File: src/sv/mlp_divider.sv
// ----------------------------------------------------------------------------
// mlp_divider: restoring divider, one quotient bit per cycle.
// Divides a 49-bit numerator by a 37-bit denominator.
// ----------------------------------------------------------------------------
module mlp_divider (
  input  logic        clk_i,
  input  logic        rst_ni,
  input  logic        start_i,
  input  logic [48:0] num_i,
  input  logic [36:0] den_i,
  output logic        done_o,
  output logic [48:0] quot_o
);

  logic [48:0] quot_q, quot_d;
  logic [37:0] rem_q, rem_d;
  logic [36:0] den_q, den_d;
  logic [5:0]  cnt_q, cnt_d;
  logic        busy_q, busy_d;
  logic [37:0] trial;

  always_comb begin
    quot_d = quot_q;
    rem_d  = rem_q;
    den_d  = den_q;
    cnt_d  = cnt_q;
    busy_d = busy_q;
    trial  = {rem_q[36:0], quot_q[48]};
    if (start_i) begin
      quot_d = num_i;
      rem_d  = '0;
      den_d  = den_i;
      cnt_d  = 6'd49;
      busy_d = 1'b1;
    end else if (busy_q) begin
      if (trial >= {1'b0, den_q}) begin
        rem_d  = trial - {1'b0, den_q};
        quot_d = {quot_q[47:0], 1'b1};
      end else begin
        rem_d  = trial;
        quot_d = {quot_q[47:0], 1'b0};
      end
      cnt_d = cnt_q - 6'd1;
      if (cnt_q == 6'd1) busy_d = 1'b0;
    end
  end

  always_ff @(posedge clk_i or negedge rst_ni) begin
    if (!rst_ni) begin
      busy_q <= 1'b0;
      cnt_q  <= '0;
    end else begin
      busy_q <= busy_d;
      cnt_q  <= cnt_d;
    end
  end

  always_ff @(posedge clk_i) begin
    quot_q <= quot_d;
    rem_q  <= rem_d;
    den_q  <= den_d;
  end

  assign done_o = busy_q && (cnt_q == 6'd1);
  assign quot_o = quot_d;

endmodule

File: config.mk
export PLATFORM = sky130hd
export DESIGN_NAME = mlp_divider
export DESIGN_NICKNAME = d
export VERILOG_FILES = /design/src/sv/mlp_divider.sv
export SDC_FILE = /design/constraint.sdc
export NUM_CORES = 1
export LEC_CHECK = 0
export ABC_AREA = 1
export BUFFER_PORTS_ARGS = -buffer_cell sky130_fd_sc_hd__buf_2
export CELL_PAD_IN_SITES_DETAIL_PLACEMENT = 1
export CELL_PAD_IN_SITES_GLOBAL_PLACEMENT = 1
export CORE_MARGIN = 3
export CORE_UTILIZATION = 44
export DETAILED_ROUTE_END_ITERATION = 8
export PLACE_DENSITY = 0.9
export SYNTH_ARGS = -nofsm -noshare
export SYNTH_HDL_FRONTEND = slang
export SYNTH_SLANG_ARGS = --single-unit
File: constraint.sdc
create_clock -name clk_i -period 4.5 [get_ports clk_i]
set_input_delay 1.125 -clock clk_i [delete_from_list [all_inputs] [get_ports clk_i]]
set_output_delay 1.125 -clock clk_i [all_outputs]
set_load 0.02 [all_outputs]
==> metrics.csv <==
metric;value;unit
grt_remaining_overflow;0;
multi_input_area;3850;um2
cts.sinks;130;
coreArea;16900;um2
fin_crit;3.64;ns
portBuffers;138;
detail_route.wl_per_cell;16.7;um
pwr-share-comb;0.140;
yosysSeqAreaShare;0.389;
yosysTopAreaCell;dfxtp_1;
dr.pass1.iters;5;
grt.total_usage;0.253;
clkTransAtPathRegs;0.07;ns
yosysWarningCount;0;
fin_total_pwr;3.10;mW
synth_area_per_cell;7.15;um2
fmax;0.275;GHz
power_switching_share;0.291;
fin_cells;1448;
setup_tns;0;ns
peakVddDrop;0.320;mV
path_cells;inv_1 -> ha_1 -> inv_1 -> fa_1 -> nand3_1 -> nand3_1 -> nand4_1 -> nand4_2 -> nand2_4 -> nand2_1 -> buf_2;
hold_start;rem_q[31]$_SDFFE_PP0P_;
fin_crit_sh;0.809;
htree_levels;4;
setup_violations;0;
drc;0;
vias;7632;
powerDensity;338;nW/um2
dp_hpwl;18.2;mm
grt_pass1_vias;8131;
drive_above_1_share;0.169;
switchingPower;0.903;mW
cp.arrival;2.52;ns
yosysTopAreaCellShare;0.223;
ff_latch_area;3010;um2
internal_power;2.20;mW
fp-row-count;47;
grt_max_degree;57;
wl;24.2;mm
synthToLayoutAreaGrowth;18.8;%
design_area;9180;um2
initial_core_util;0.458;
worst_slew_pin_slew;0.611;ns
slew_violations;0;
synth_ff_type;dfxtp_1;
synth_area_leaders;dfxtp_1, nand2_1, edfxtp_1, inv_1, ha_1;
drv_cap;0;
skew;0.0159;ns
clk_path_buf_depth;2;
pin_count;139;
hold_violations;0;
worstPathRequired;3.38;ns
whs;0.474;ns
grt_pass1_wl;39.7;mm
clkPwrFrac;0.439;
placed_cell_area;8610;um2
synth-edff-count;37;
dpl.cell_count;1416;
cp_slowest_stage_delay;0.44;ns
dieArea;19200;um2
ys_types;42;
critPathMaxFanout;6;
synth_cells;1081;
antennaDiodeCount;0;
cts_setup_buffers;0;
insertion_delay;0.43;ns
cts_resized;0;
cpLargestDelayFamily;simple AND/OR/NAND/NOR gates;
die_w;139;um
fin_nets;1344;
hp-class;register to register;
postCtsHoldBufs;0;
status;completed;
gp_congestion;0.898;
fp.dieH;139;um
synthArstFlopShare;0.0538;
syn_nets;1210;
cp-startpoint;quot_q[48]$_DFF_P_;
endpoint_kind;primary output;
leakage;4.73;nW
worstPathBufferInverterCount;3;
slew_headroom;0.592;
first_iter_violations;341;
grt_antenna_before_repair;1;
rr_startpoint;quot_q[48]$_DFF_P_;
cts_tree;yes;
rsz0062_at_grt;false;
nFillCells;2203;
ant_nets;0;
cts-root-buf;clkbuf_16;
synth_area;7730;um2
critPathKind;register to primary output;
p_seq_frac;0.422;
cts-buffers-inserted;17;
crit_path_start_kind;register;
synth-seq-cells;130;
slowest_stage;fa_1;
via_per_inst;5.27;
[placed cells by master, fill, tap and decap left out, types with 18 or more instances in the layout]
master	n
a21oi_1	38
buf_2	137
clkbuf_16	18
dfxtp_1	86
edfxtp_1	37
ha_1	39
inv_1	192
nand2_1	327
nand3_1	84
nor2_1	70
o21ai_0	21
o221ai_1	47
[metal layers]
| metal | up-vias | share of wire | GRT usage |
|---|---|---|---|
| met5 | - | 0.00033 | 0 |
| met4 | 2 | 0.024 | 0.0837 |
| met3 | 47 | 0.061 | 0.0729 |
| met2 | 218 | 0.49 | 0.451 |
| met1 | 3594 | 0.42 | 0.291 |
| li1 | 3771 | - | - |
[final cells by class]
| cell class | instances | share of cell area |
|---|---|---|
| clock buffer | 20 | 0.0510 |
| clock inverter | 12 | 0.0113 |
| inverter | 195 | 0.0797 |
| multi-input combinational | 726 | 0.419 |
| sequential | 130 | 0.328 |
| tap | 220 | 0.0300 |
| timing repair buffer | 145 | 0.0812 |
[worst reg2reg max path, cell delays in order, from the launching register on]
cell	delay (ns)
dfxtp_1	0.31
inv_1	0.11
ha_1	0.16
inv_1	0.07
fa_1	0.44
nand3_1	0.12
nand3_1	0.18
nand4_1	0.16
nand4_2	0.15
buf_4	0.32
nor2_4	0.43
nand2_1	0.13
nand3_1	0.10
[path summary, 6_finish.rpt]
path                                           to  slack, ns  cells past startpoint
max in group asynchronous    cnt_q[3]$_DFFE_PN0P_       3.81                      1
min reg2reg                rem_q[31]$_SDFFE_PP0P_       0.47                      2
max reg2reg                rem_q[14]$_SDFFE_PP0P_       1.73                     12
min in group asynchronous    cnt_q[0]$_DFFE_PN0P_       0.52                      1
min                        rem_q[31]$_SDFFE_PP0P_       0.47                      2
max                                     quot_o[0]       0.86                     11
[registers in the layout, summed over array words and instances (netlist names)]
signal,count
rem_q,37
cnt_q,6
den_q,37
busy_q,1
quot_q,49
[through the flow]
| step | setup WS (ns) | util |
|---|---|---|
| 2_1_floorplan | 1.06 | - |
| 3_3_place_gp | 1.08 | 0.510 |
| 3_5_place_dp | 1.06 | 0.510 |
| 4_1_cts | 0.828 | 0.544 |
| 5_1_grt | 0.676 | 0.544 |
| 6_report | 0.859 | 0.544 |
[cell families after synthesis]
| logic type | share of synthesized area |
|---|---|
| buf+inv | 0.114 |
| flops | 0.389 |
| simple gates | 0.301 |
| xor+xnor | 0.0227 |
| fa+ha+maj | 0.0657 |
| compound gates | 0.108 |
[power groups by stage]
stage	Sequential [mW]	Clock, mW	Combinational (mW)
4_1_cts	1.31	1.38	0.435
3_3_place_gp	1.33	0	0.415
6_report	1.31	1.36	0.433
3_5_place_dp	1.33	0	0.426
5_1_grt	1.31	1.45	0.482
2_1_floorplan	1.32	0	0.276
[cell usage after synthesis (2+ instances only)]
cell,instances
a21o_1,2
nand2_2,7
ha_1,39
o21bai_1,5
inv_2,2
nor2_1,72
o21a_1,3
clkbuf_1,17
nand3_1,84
xor2_1,17
nand2_1,327
nor3_1,9
inv_1,192
o21ai_1,2
o21ai_0,21
buf_2,6
o221ai_1,47
buf_1,3
a21oi_1,38
nor2_4,4
nand3b_1,7
dfxtp_1,86
nand4_1,17
dfrtp_1,7
buf_6,3
xnor2_1,3
nor2_2,10
edfxtp_1,37
(Power assumes the default switching activity.)
